[src/slot_table_first_free_top_assert.svh]
// Assertion macros for the slot table block.
`ifndef SLOT_TABLE_FIRST_FREE_TOP_ASSERT_SVH
`define SLOT_TABLE_FIRST_FREE_TOP_ASSERT_SVH

// Same-cycle implication, checked out of reset.
`define SFT_ASSERT_NOW(lbl, ante, cons, msg) \
  lbl: assert property (@(posedge clk_i) disable iff (!rst_ni) (ante) |-> (cons)) \
    else $error(msg);

// Next-cycle implication, checked out of reset.
`define SFT_ASSERT_NEXT(lbl, ante, cons, msg) \
  lbl: assert property (@(posedge clk_i) disable iff (!rst_ni) (ante) |=> (cons)) \
    else $error(msg);

`endif

[src/sft_pkg.sv]
package sft_pkg;

  // Operation codes carried in the func field.
  localparam logic [2:0] FUNC_READ    = 3'd0;
  localparam logic [2:0] FUNC_ADD     = 3'd1;
  localparam logic [2:0] FUNC_DROP    = 3'd2;
  localparam logic [2:0] FUNC_MOVE    = 3'd3;
  localparam logic [2:0] FUNC_REPLACE = 3'd4;

  // One request beat.
  typedef struct packed {
    logic [2:0]  func;
    logic [7:0]  slot_index;
    logic [7:0]  dest_index;
    logic [15:0] item_handle;
  } req_t;

  // One result beat.
  typedef struct packed {
    logic        ok;
    logic [15:0] read_handle;
    logic [5:0]  occupied_count;
  } rsp_t;

  // Controller states.
  typedef enum logic [2:0] {
    ST_IDLE,
    ST_EXEC,
    ST_MV_RD_DST,
    ST_MV_WR_DST,
    ST_MV_WR_SRC
  } state_e;

  // Step commands from the controller to the datapath.
  typedef struct packed {
    logic capture;
    logic exec;
    logic mv_rd_dst;
    logic mv_wr_dst;
    logic mv_wr_src;
    logic finish;
  } cmd_t;

  // Status from the datapath to the controller.
  typedef struct packed {
    logic move_go;
    logic is_move;
  } sts_t;

endpackage

[src/slot_table_first_free_top.sv]
// Channel   Handshake                   Payload
// request   start / busy                req_i  (sft_pkg::req_t)
// result    result_strobe_o, one cycle  rsp_o  (sft_pkg::rsp_t)
//
// An item passes from accept through an execute step on the single-port handle
// store to a result cycle in which busy is low again and the next item can be
// accepted. A successful move takes a longer path, set by its four store accesses.
// Reset clears the occupancy bits and count, so every slot reads empty.
// The result strobe lasts one cycle and cannot be held off.
`include "slot_table_first_free_top_assert.svh"

module slot_table_first_free_top #(
  parameter int SLOT_COUNT  = 32,
  parameter int HANDLE_BITS = 16
) (
  input  logic          clk_i,
  input  logic          rst_ni,
  input  logic          start,
  output logic          busy,
  input  sft_pkg::req_t req_i,
  output logic          result_strobe_o,
  output sft_pkg::rsp_t rsp_o
);

  sft_pkg::cmd_t cmd;
  sft_pkg::sts_t sts;

  // Sequencer.
  sft_ctrl u_ctrl (
    .clk_i   (clk_i),
    .rst_ni  (rst_ni),
    .start_i (start),
    .busy_o  (busy),
    .sts_i   (sts),
    .cmd_o   (cmd)
  );

  // Store, occupancy and result registers.
  sft_dpath #(
    .SLOT_COUNT  (SLOT_COUNT),
    .HANDLE_BITS (HANDLE_BITS)
  ) u_dpath (
    .clk_i    (clk_i),
    .rst_ni   (rst_ni),
    .req_i    (req_i),
    .cmd_i    (cmd),
    .sts_o    (sts),
    .strobe_o (result_strobe_o),
    .rsp_o    (rsp_o)
  );

  // The result beat falls in a cycle where the block is ready again.
  `SFT_ASSERT_NOW(a_strobe_not_busy, result_strobe_o, !busy, "result strobe while busy")
  // An accepted beat always passes through the execute state before its result.
  `SFT_ASSERT_NEXT(a_accept_exec, start && !busy, busy && cmd.exec && !result_strobe_o,
                   "accept not followed by execute")
  // A rejected operation never returns a handle.
  `SFT_ASSERT_NOW(a_reject_no_handle, result_strobe_o && !rsp_o.ok,
                  rsp_o.read_handle == 16'b0, "rejected result carries a handle")
  // The long move path starts only for a move that succeeds.
  `SFT_ASSERT_NEXT(a_move_path, cmd.exec && !sts.move_go, !cmd.mv_rd_dst,
                   "move sequence entered without a valid move")

endmodule

[src/sft_ctrl.sv]
module sft_ctrl (
  input  logic          clk_i,
  input  logic          rst_ni,
  input  logic          start_i,
  output logic          busy_o,
  input  sft_pkg::sts_t sts_i,
  output sft_pkg::cmd_t cmd_o
);

  sft_pkg::state_e state_q, state_d;

  // State register.
  always_ff @(posedge clk_i or negedge rst_ni) begin
    if (!rst_ni) begin
      state_q <= sft_pkg::ST_IDLE;
    end else begin
      state_q <= state_d;
    end
  end

  // Next state. A move that will succeed takes the long path of four accesses.
  always_comb begin
    state_d = state_q;
    case (state_q)
      sft_pkg::ST_IDLE: begin
        if (start_i) state_d = sft_pkg::ST_EXEC;
      end
      sft_pkg::ST_EXEC: begin
        state_d = sts_i.move_go ? sft_pkg::ST_MV_RD_DST : sft_pkg::ST_IDLE;
      end
      sft_pkg::ST_MV_RD_DST: state_d = sft_pkg::ST_MV_WR_DST;
      sft_pkg::ST_MV_WR_DST: state_d = sft_pkg::ST_MV_WR_SRC;
      sft_pkg::ST_MV_WR_SRC: state_d = sft_pkg::ST_IDLE;
      default:               state_d = sft_pkg::ST_IDLE;
    endcase
  end

  // Outputs decoded from the current state.
  always_comb begin
    cmd_o  = '0;
    busy_o = 1'b1;
    case (state_q)
      sft_pkg::ST_IDLE: begin
        busy_o        = 1'b0;
        cmd_o.capture = start_i;
      end
      sft_pkg::ST_EXEC: begin
        cmd_o.exec   = 1'b1;
        cmd_o.finish = !sts_i.move_go;
      end
      sft_pkg::ST_MV_RD_DST: cmd_o.mv_rd_dst = 1'b1;
      sft_pkg::ST_MV_WR_DST: cmd_o.mv_wr_dst = 1'b1;
      sft_pkg::ST_MV_WR_SRC: begin
        cmd_o.mv_wr_src = 1'b1;
        cmd_o.finish    = 1'b1;
      end
      default: busy_o = 1'b1;
    endcase
  end

endmodule

[src/sft_dpath.sv]
module sft_dpath #(
  parameter int SLOT_COUNT  = 32,
  parameter int HANDLE_BITS = 16
) (
  input  logic          clk_i,
  input  logic          rst_ni,
  input  sft_pkg::req_t req_i,
  input  sft_pkg::cmd_t cmd_i,
  output sft_pkg::sts_t sts_o,
  output logic          strobe_o,
  output sft_pkg::rsp_t rsp_o
);

  localparam int IDX_W = (SLOT_COUNT > 1) ? $clog2(SLOT_COUNT) : 1;
  localparam int CNT_W = $clog2(SLOT_COUNT + 1);

  sft_pkg::req_t          req_q;
  logic [HANDLE_BITS-1:0] mem_q [SLOT_COUNT];
  logic [HANDLE_BITS-1:0] rdata_q;
  logic [HANDLE_BITS-1:0] a_q;
  logic [SLOT_COUNT-1:0]  occ_q, occ_d;
  logic [CNT_W-1:0]       cnt_q, cnt_d;
  logic                   ok_q;
  logic                   strobe_q;

  logic [HANDLE_BITS+15:0] h_ext;
  logic [HANDLE_BITS-1:0]  h;
  logic [HANDLE_BITS+15:0] rd_ext;
  logic [CNT_W+5:0]        cnt_ext;
  logic [IDX_W-1:0]        src_a, dst_a, free_a;
  logic                    src_in, dst_in, occ_src, occ_dst, free_found, h_nz;
  logic                    ok_c;
  logic                    mem_we, mem_re;
  logic [IDX_W-1:0]        mem_addr;
  logic [HANDLE_BITS-1:0]  mem_wdata;

  // Request register, loaded when a beat is accepted.
  always_ff @(posedge clk_i) begin
    if (cmd_i.capture) req_q <= req_i;
  end

  // Operand decode: masked handle, slot addresses and range checks.
  assign h_ext   = {{HANDLE_BITS{1'b0}}, req_q.item_handle};
  assign h       = h_ext[HANDLE_BITS-1:0];
  assign h_nz    = |h;
  assign src_a   = req_q.slot_index[IDX_W-1:0];
  assign dst_a   = req_q.dest_index[IDX_W-1:0];
  assign src_in  = {1'b0, req_q.slot_index} < 9'(SLOT_COUNT);
  assign dst_in  = {1'b0, req_q.dest_index} < 9'(SLOT_COUNT);
  assign occ_src = src_in && occ_q[src_a];
  assign occ_dst = dst_in && occ_q[dst_a];

  // Lowest empty slot, by priority over the occupancy bits.
  always_comb begin
    free_a = '0;
    for (int i = SLOT_COUNT - 1; i >= 0; i--) begin
      if (!occ_q[i]) free_a = IDX_W'(i);
    end
  end
  assign free_found = ~&occ_q;

  // Success of the operation, judged in the execute step.
  always_comb begin
    case (req_q.func)
      sft_pkg::FUNC_READ:    ok_c = occ_src;
      sft_pkg::FUNC_ADD:     ok_c = h_nz && free_found;
      sft_pkg::FUNC_DROP:    ok_c = occ_src;
      sft_pkg::FUNC_MOVE:    ok_c = occ_src && dst_in;
      sft_pkg::FUNC_REPLACE: ok_c = occ_dst && h_nz;
      default:               ok_c = 1'b0;
    endcase
  end

  assign sts_o.is_move = (req_q.func == sft_pkg::FUNC_MOVE);
  assign sts_o.move_go = sts_o.is_move && ok_c;

  // Store port control: one read or one write per cycle.
  always_comb begin
    mem_we    = 1'b0;
    mem_re    = 1'b0;
    mem_addr  = src_a;
    mem_wdata = h;
    if (cmd_i.exec) begin
      case (req_q.func)
        sft_pkg::FUNC_READ: mem_re = ok_c;
        sft_pkg::FUNC_ADD: begin
          mem_we   = ok_c;
          mem_addr = free_a;
        end
        sft_pkg::FUNC_REPLACE: begin
          mem_we   = ok_c;
          mem_addr = dst_a;
        end
        sft_pkg::FUNC_MOVE: mem_re = ok_c;
        default: mem_re = 1'b0;
      endcase
    end
    if (cmd_i.mv_rd_dst) begin
      mem_re   = 1'b1;
      mem_addr = dst_a;
    end
    if (cmd_i.mv_wr_dst) begin
      mem_we    = 1'b1;
      mem_addr  = dst_a;
      mem_wdata = a_q;
    end
    if (cmd_i.mv_wr_src) begin
      mem_we    = 1'b1;
      mem_addr  = src_a;
      mem_wdata = rdata_q;
    end
  end

  // Single-port handle store with registered read data.
  always_ff @(posedge clk_i) begin
    if (mem_we) begin
      mem_q[mem_addr] <= mem_wdata;
    end else if (mem_re) begin
      rdata_q <= mem_q[mem_addr];
    end
  end

  // Source handle of a move is parked while the destination is read.
  always_ff @(posedge clk_i) begin
    if (cmd_i.mv_rd_dst) a_q <= rdata_q;
  end

  // Occupancy and count updates.
  always_comb begin
    occ_d = occ_q;
    cnt_d = cnt_q;
    if (cmd_i.exec && ok_c) begin
      if (req_q.func == sft_pkg::FUNC_ADD) begin
        occ_d[free_a] = 1'b1;
        cnt_d         = cnt_q + CNT_W'(1);
      end else if (req_q.func == sft_pkg::FUNC_DROP) begin
        occ_d[src_a] = 1'b0;
        cnt_d        = cnt_q - CNT_W'(1);
      end
    end
    // A swap leaves the count alone; the source takes the old destination state.
    if (cmd_i.mv_wr_src) begin
      occ_d[dst_a] = 1'b1;
      occ_d[src_a] = occ_q[dst_a];
    end
  end

  always_ff @(posedge clk_i or negedge rst_ni) begin
    if (!rst_ni) begin
      occ_q    <= '0;
      cnt_q    <= '0;
      ok_q     <= 1'b0;
      strobe_q <= 1'b0;
    end else begin
      occ_q    <= occ_d;
      cnt_q    <= cnt_d;
      strobe_q <= cmd_i.finish;
      if (cmd_i.exec) ok_q <= ok_c;
    end
  end

  // Result beat, built from registers that hold still through the strobe cycle.
  assign rd_ext  = {16'b0, rdata_q};
  assign cnt_ext = {6'b0, cnt_q};

  assign strobe_o             = strobe_q;
  assign rsp_o.ok             = ok_q;
  assign rsp_o.read_handle    = (ok_q && req_q.func == sft_pkg::FUNC_READ) ? rd_ext[15:0]
                                                                           : 16'b0;
  assign rsp_o.occupied_count = cnt_ext[5:0];

endmodule
[config.mk]
export PLATFORM = sky130hd
export DESIGN_NAME = slot_table_first_free_top
export DESIGN_NICKNAME = d
export VERILOG_FILES = /design/src/sft_pkg.sv /design/src/slot_table_first_free_top.sv /design/src/sft_ctrl.sv /design/src/sft_dpath.sv
export VERILOG_INCLUDE_DIRS = /design/src /design/src/src
export SDC_FILE = /design/constraint.sdc
export NUM_CORES = 1
export LEC_CHECK = 0
export ABC_AREA = 0
export BUFFER_PORTS_ARGS = -buffer_cell sky130_fd_sc_hd__buf_2
export CAP_MARGIN = 20
export CORE_MARGIN = 2
export CORE_UTILIZATION = 35
export CTS_BUF_LIST = sky130_fd_sc_hd__clkbuf_16
export CTS_CLUSTER_SIZE = 40
export DETAILED_ROUTE_END_ITERATION = 16
export GPL_ROUTABILITY_DRIVEN = 0
export GPL_TIMING_DRIVEN = 0
export PLACE_DENSITY = 0.48
export SLEW_MARGIN = 15
export SYNTH_ARGS = -nofsm -noshare
export SYNTH_HDL_FRONTEND = slang
export SYNTH_SLANG_ARGS = --single-unit
export TNS_END_PERCENT = 50
[constraint.sdc]
create_clock -name clk_i -period 7.2 [get_ports clk_i]
set_input_delay 0.36 -clock clk_i [delete_from_list [all_inputs] [get_ports clk_i]]
set_output_delay 0.36 -clock clk_i [all_outputs]
set_load 0.01 [all_outputs]
======== Yosys cells after proc, flatten, opt, wreduce, memory -nomap -nowiden ========
Memories as Yosys holds them, arrays and structs flattened. A register that Yosys moved wholly into a read port is not among the register bits.
Cells that the tools add are included.
cells by class
  add/subtract/negate cells ............... 2
  magnitude comparators ................... 8
  equal/unequal tests ..................... 9
  multiplexer cells ....................... 77
  bitwise operators ....................... 5
  reductions and logical operators ........ 23
operators with widths
  operator                                                     count
  2-to-1 mux 5 bit                                             36
  2-to-1 mux 32 bit                                            4
  bitwise OR 32 bit                                            2
  2-to-1 mux 16 bit                                            3
  AND 32 bit                                                   1
  bitwise mux 32 bit                                           1
  inverter 32 bit                                              1
  AND reduction 32 bit                                         1
  2-to-1 mux 1 bit                                             20
  less-than comparator 5 x 6 -> 1 bit (second input constant)  3
  less-than comparator 8 x 6 -> 1 bit (second input constant)  2
  OR reduction 16 bit                                          1
  demux 1 bit (select 5 bit)                                   3
  >= comparator 5 x 1 -> 1 bit (second input constant)         3
  equality test 3 x 2 -> 1 bit (second input constant)         4
  2-to-1 mux 6 bit                                             2
  case mux 3 bit (4 select lines)                              1
  logical AND 1 bit                                            11
  binary-select mux 1 bit (select 5 bit)                       2
  case mux 5 bit (2 select lines)                              1
  adder 6 x 1 -> 6 bit (second input constant)                 1
  equality test 3 x 1 -> 1 bit (second input constant)         2
  equality test 3 bit (second input constant)                  2
  logical NOT 3 bit                                            2
  11 further kinds                                             15
word-level totals
  register bits after elaboration ......... 94
  bits in writable memories ............... 512
  input bits .............................. 38
  word-level logic and storage cells ...... 135
  memories kept ........................... 1
memory list
  name           words  width  read ports  clocked after memory_dff  write ports  line             text
  u_dpath.mem_q  32     16     1           1                         1            sft_dpath.sv:18  logic [HANDLE_BITS-1:0] mem_q [SLOT_COUNT];

======== Logic depth before layout (Yosys ltp) ========
  word-level depth ........................ 42
  gate-level depth with buffers ........... 14

======== By module ========
Synthesis repeated with hierarchy kept, for this count alone.
unflattened totals
  cells, all modules ...................... 2760
  area total of the unflattened synthesis .. 30862.1 um^2
by module, submodules not included
  module     times used  cells each  area each (um^2)  seq. area each (um^2)
  sft_dpath  1           2742        30679.4           18387.6
  sft_ctrl   1           18          182.7             75.1

======== Worst setup path after synthesis ========
No wires, ideal clock.
  kind .................................... register to register
  from .................................... register u_ctrl.state_q[1]
  to ...................................... memory u_dpath.mem_q[11][0] (enable)
  setup time .............................. 0.389 ns
  data arrival time ....................... 3.297 ns
  required time ........................... 6.811 ns
  setup slack ............................. 3.514 ns
  stages on the path, launching flop included .. 12
  path buffers ............................ 5
  clock period less this slack ............ 3.686 ns
  cell sequence ........................... dfrtp_1 -> clkbuf_2 -> or3b_4 -> buf_4 -> nor3_1 -> o31ai_1 -> o21ai_0 -> clkbuf_1 -> clkbuf_1 -> buf_2 -> nand3_1 -> nor2_1
between the ends
  longest elaborated chain between the ends .. 7
  elaborated cells on any way between the ends .. 17
  those cells by class .................... eq/ne (4); mux (13)
ends and longest elaborated chain
  what                                    line              text
  from (decl)                             sft_ctrl.sv:10    sft_pkg::state_e state_q, state_d;
  from (signal assigned)                  sft_ctrl.sv:15    state_q <= sft_pkg::ST_IDLE;
  from (signal assigned)                  sft_ctrl.sv:17    state_q <= state_d;
  equality test 3 x 1 -> 1 bit            sft_ctrl.sv:42    case (state_q)
  2-to-1 mux 1 bit                        sft_ctrl.sv:42
  2-to-1 mux 1 bit                        sft_dpath.sv:83   if (cmd_i.exec) begin
  2-to-1 mux 1 bit                        sft_dpath.sv:102  if (cmd_i.mv_wr_dst) begin
  2-to-1 mux 1 bit                        sft_dpath.sv:107  if (cmd_i.mv_wr_src) begin
  2-to-1 mux 1 bit                        sft_dpath.sv:116  if (mem_we) begin
  2-to-1 mux 1 bit (implied by the code)  sft_dpath.sv:117  mem_q[mem_addr] <= mem_wdata;
  to (decl)                               sft_dpath.sv:18
Parallel ways exist; a longest one is shown, timed or not.

======== Final worst setup path ========
  from .................................... register u_dpath.req_q[34] (netlist bit)
  to ...................................... memory u_dpath.mem_q[25][4] (enable)
between the ends
  longest elaborated chain between the ends .. 9
  elaborated cells on any way between the ends .. 19
  those cells by class .................... eq/ne (4); mux (12); reduce/logical (3)
ends and longest elaborated chain
  what                                                               line              text
  from (decl)                                                        sft_dpath.sv:17   sft_pkg::req_t req_q;
  from (signal assigned)                                             sft_dpath.sv:39   if (cmd_i.capture) req_q <= req_i;
  equality test 3 x 2 -> 1 bit or logical NOT 3 bit (tied branches)  sft_dpath.sv:64   case (req_q.func)
  OR reduction 2 bit (no source line)                                --
  case mux 1 bit (4 select lines)                                    sft_dpath.sv:64
  2-to-1 mux 1 bit                                                   sft_dpath.sv:84   case (req_q.func)
  2-to-1 mux 1 bit                                                   sft_dpath.sv:83
  2-to-1 mux 1 bit                                                   sft_dpath.sv:102
  2-to-1 mux 1 bit                                                   sft_dpath.sv:107
  2-to-1 mux 1 bit                                                   sft_dpath.sv:116
  2-to-1 mux 1 bit (implied by the code)                             sft_dpath.sv:117
Parallel ways exist; a longest one is shown, timed or not.

==> impl_results.md <==
* Register bit count reported by yosys at 622
* Worst EP required at roughly 7.4 ns
* Area Overhead vs Synth at 20.6%
* Area leader, netlist: edfxtp_1
* Routed Antenna Nets at 0
* Status: completed
* Synth Area per Inst at roughly 13 um^2
* Clock power frac at 0.426
* Prevailing post-synth register cell: edfxtp_1
* Post-Syn Instances at around 2100
* Die Y at between 200 and 300 um
* Die area at 0.0773 mm^2
* # rows at 100
* CTS tree: yes
* DRC viols at 0
* Total power at slightly above 8 mW
* Initial antenna violation count at 1
* CP endpoint: u_dpath.mem_q[25][4]
* Reg2reg path depth at 11
* Layout cells sized above 1 at 0.157
* TritonCTS Sinks at between 600 and 700
* Hold Vio Cnt, Final at 0
* Max Cap Viol at 0
* DIE WIDTH at ~280 um
* Fin worst setup slack at approximately 1.8 ns
* CP startpoint: u_dpath.req_q[34]
* Top post-synthesis cells by area: edfxtp_1 (66%), nand2_1 (8.5%), a21oi_1 (5.0%), dfrtp_1 (4.1%), a2111oi_0 (1.8%)
* Port Buffers at 62
* Switching part of the total at 0.241
* Drt pass-1 iters at 7
* Ys Warns at 0
* Most common cell in the synthesized netlist: nand2_1
* Tcrit/Tclk final at 0.750
* Comb power frac at 0.080
* Number of global-route vias before repair at ~18000
* R2r startpoint: u_dpath.req_q[34]
* Sequential fraction of the synthesis area at 0.703
* Routed length per placed instance at about 25 um
* CP Launch Type: register
* Critical Path Sink Type: register
* Pleak at approximately 11 nW
* Worst Max-Slew Pin Slew at approximately 1.3 ns
* Worst VDD drop at about 170 uV
* Power Density at about 260 mW/mm^2
* RSZ-0062 raised after global routing: false
* Net Switching at around 2.0 mW
* Pre-CTS WS at about 1.6 ns
* Util after Layout at 0.426
* Distinct cells, synth at just under 80
* Slew headroom at 0.0841
* Core area at 0.0743 mm^2
* Worst min-delay path class: input port to async pin
* Syn Nets at between 2000 and 2500
* Vias at around 18000
* Tot GR Track Use at 0.216
* Initial detailed-routing violation count at 1809
* Min cycle time layout at 5.40 ns
* Clk buf depth at 3
* Cell Int Power at 6.17 mW
* First-pass GRT wire length at about 120 mm
* Clock transition at path regs at roughly 0.060 ns
* Setup violators final at 0
* Flop-to-flop setup slack at 1.80 ns
* Pin count of the biggest net entering global routing at 44
* Share of the synthesized area in the top cell type at 0.662
* Io pins at 63
* Final Max Tran Viols at 0
* GRT overflow at 0
* Cell Area, Synth at approximately 0.026 mm^2
* Vias per inst at 5.38
* CTS Root Cell: clkbuf_16
* Ys async rst share at 0.0691
* DP HPWL at roughly 60 mm
* Initial Utilization at 0.354
* Worst setup path category: register to register
* Worst Path Arrival at between 5 and 6 ns
* Number of synthesized flops with an enable pin at 579
* Sequential share of power at 0.494
* WL final at about 84 mm
* FILL cells at 6921
* Worst skew pair latency at approximately 0.63 ns
* CP Max Fanout at 16
* Nets at around 2400
* Clock skew at 0.0217 ns
* Synth cell count leaders: nand2_1 (595), edfxtp_1 (579), a21oi_1 (260)
* R2r endpoint: u_dpath.mem_q[25][4]
* CTS buffer count at 72
* Max Fclk at between 150 and 200 MHz
* H-tree depth at 3
==> worst min path at each step <==
stage | end | slack, ns | depth (start not counted)
floorplan | u_ctrl.state_q[0] | 0.06 | 0
global placement | u_dpath.cnt_q[5] | 0.46 | 1
detailed placement | u_dpath.a_q[2] | 0.47 | 0
CTS | u_dpath.req_q[34] | 0.42 | 2
global route | u_dpath.cnt_q[2] | 0.15 | 2
finish | u_dpath.cnt_q[1] | 0.16 | 2
==> metal layers <==
metal  global-route usage  part of all wire  vias to the layer above
met5                    0           0.00012                        -
met1                0.287              0.42                     9014
met3               0.0354             0.059                      160
met4               0.0715             0.032                        2
li1                     -                 -                     8208
met2                0.360              0.48                      644
==> power groups by stage <==
stage	logic, mW	registers, mW	clock network [mW]
after detailed placement	0.631	4.09	0
after global placement	0.573	4.10	0
after floorplan	0.317	4.09	0
final	0.649	4.02	3.46
after CTS	0.649	4.02	3.53
after global routing	0.702	4.02	3.66
==> critical path, stage by stage, from the launching register on <==
cell	delay, ns
edfxtp_1	0.44
buf_2	0.23
nor3b_1	0.45
inv_1	0.35
nor2_1	0.17
o31ai_1	0.13
o21ai_0	0.26
clkbuf_1	0.63
clkbuf_1	0.48
buf_2	0.37
nand3_1	0.58
nor2_2	0.91
==> cell usage in the layout, fill, tap and decap left out, types with 15 or more instances in the layout <==
master / synthesis / final
edfxtp_1: 579 / 579
nand2b_1: 15 / 15
and2_1: 21 / 21
clkinv_1: 0 / 15
mux4_2: 18 / 18
buf_8: 0 / 16
buf_6: 4 / 16
inv_1: 9 / 30
a2111oi_1: 3 / 18
nand2_1: 595 / 595
nand4_1: 21 / 21
nor3_1: 16 / 15
mux2i_1: 30 / 30
clkbuf_1: 70 / 69
a21oi_1: 260 / 260
nor2_1: 79 / 44
dfrtp_1: 43 / 43
buf_2: 29 / 98
clkbuf_16: 0 / 72
a2111oi_0: 55 / 30
o21ai_0: 48 / 32
nand3_1: 16 / 16
dlygate4sd3_1: 0 / 37
o21ai_4: 0 / 16
nor2_2: 0 / 34
==> metrics by stage <==
stage	hold WS, ns	instance area (um^2)	TNS, ns	std cells
after CTS	0.421	31600	0	3345
after floorplan	0.0644	26300	0	2089
after global routing	0.155	31700	0	3351
after detailed placement	0.466	29000	0	3176
after global placement	0.461	27800	-16.23	3120
final	0.161	31700	0	3352
==> repair_timing <==
| item | in CTS | in global routing |
|---|---|---|
| hold endpoints to repair | 79 | 0 |
| hold buffers | 37 | 0 |
| gates resized for setup | 0 | 0 |
| setup buffers | 0 | 0 |
==> state kept, by name, summed over array words and instances, names as in the netlist, 5 cells and up <==
| name | flops |
|---|---|
| u_dpath.req_q | 14 |
| u_dpath.rdata_q | 16 |
| u_dpath.cnt_q | 6 |
| u_dpath.mem_q | 512 |
| u_dpath.occ_q | 32 |
| u_dpath.a_q | 16 |
| u_dpath.h | 16 |
| u_dpath.dst_a | 5 |
==> logic make-up after synthesis <==
logic type	synth area share
adders and majority gates	0.00267
AOI/OAI and AO/OA	0.104
xor gates and xnor gates	0.00233
DFF	0.703
and+or+nand+nor	0.137
muxes	0.0290
buffers and inverters	0.0221
==> area by class of cell <==
cell class	count	area, um^2	share of cell area
plain buffers	118	549	0.0173
flip-flops and latches	622	18500	0.583
well taps	969	1210	0.0383
repair buffers	161	1610	0.0509
diodes	1	2.50	0.0000790
clock inverters	60	413	0.0130
multi-input cells	1340	7590	0.240
clock buffers	72	1800	0.0569
inverters	9	33.8	0.00107
No activity file was read; power rests on OpenSTA's default activity.
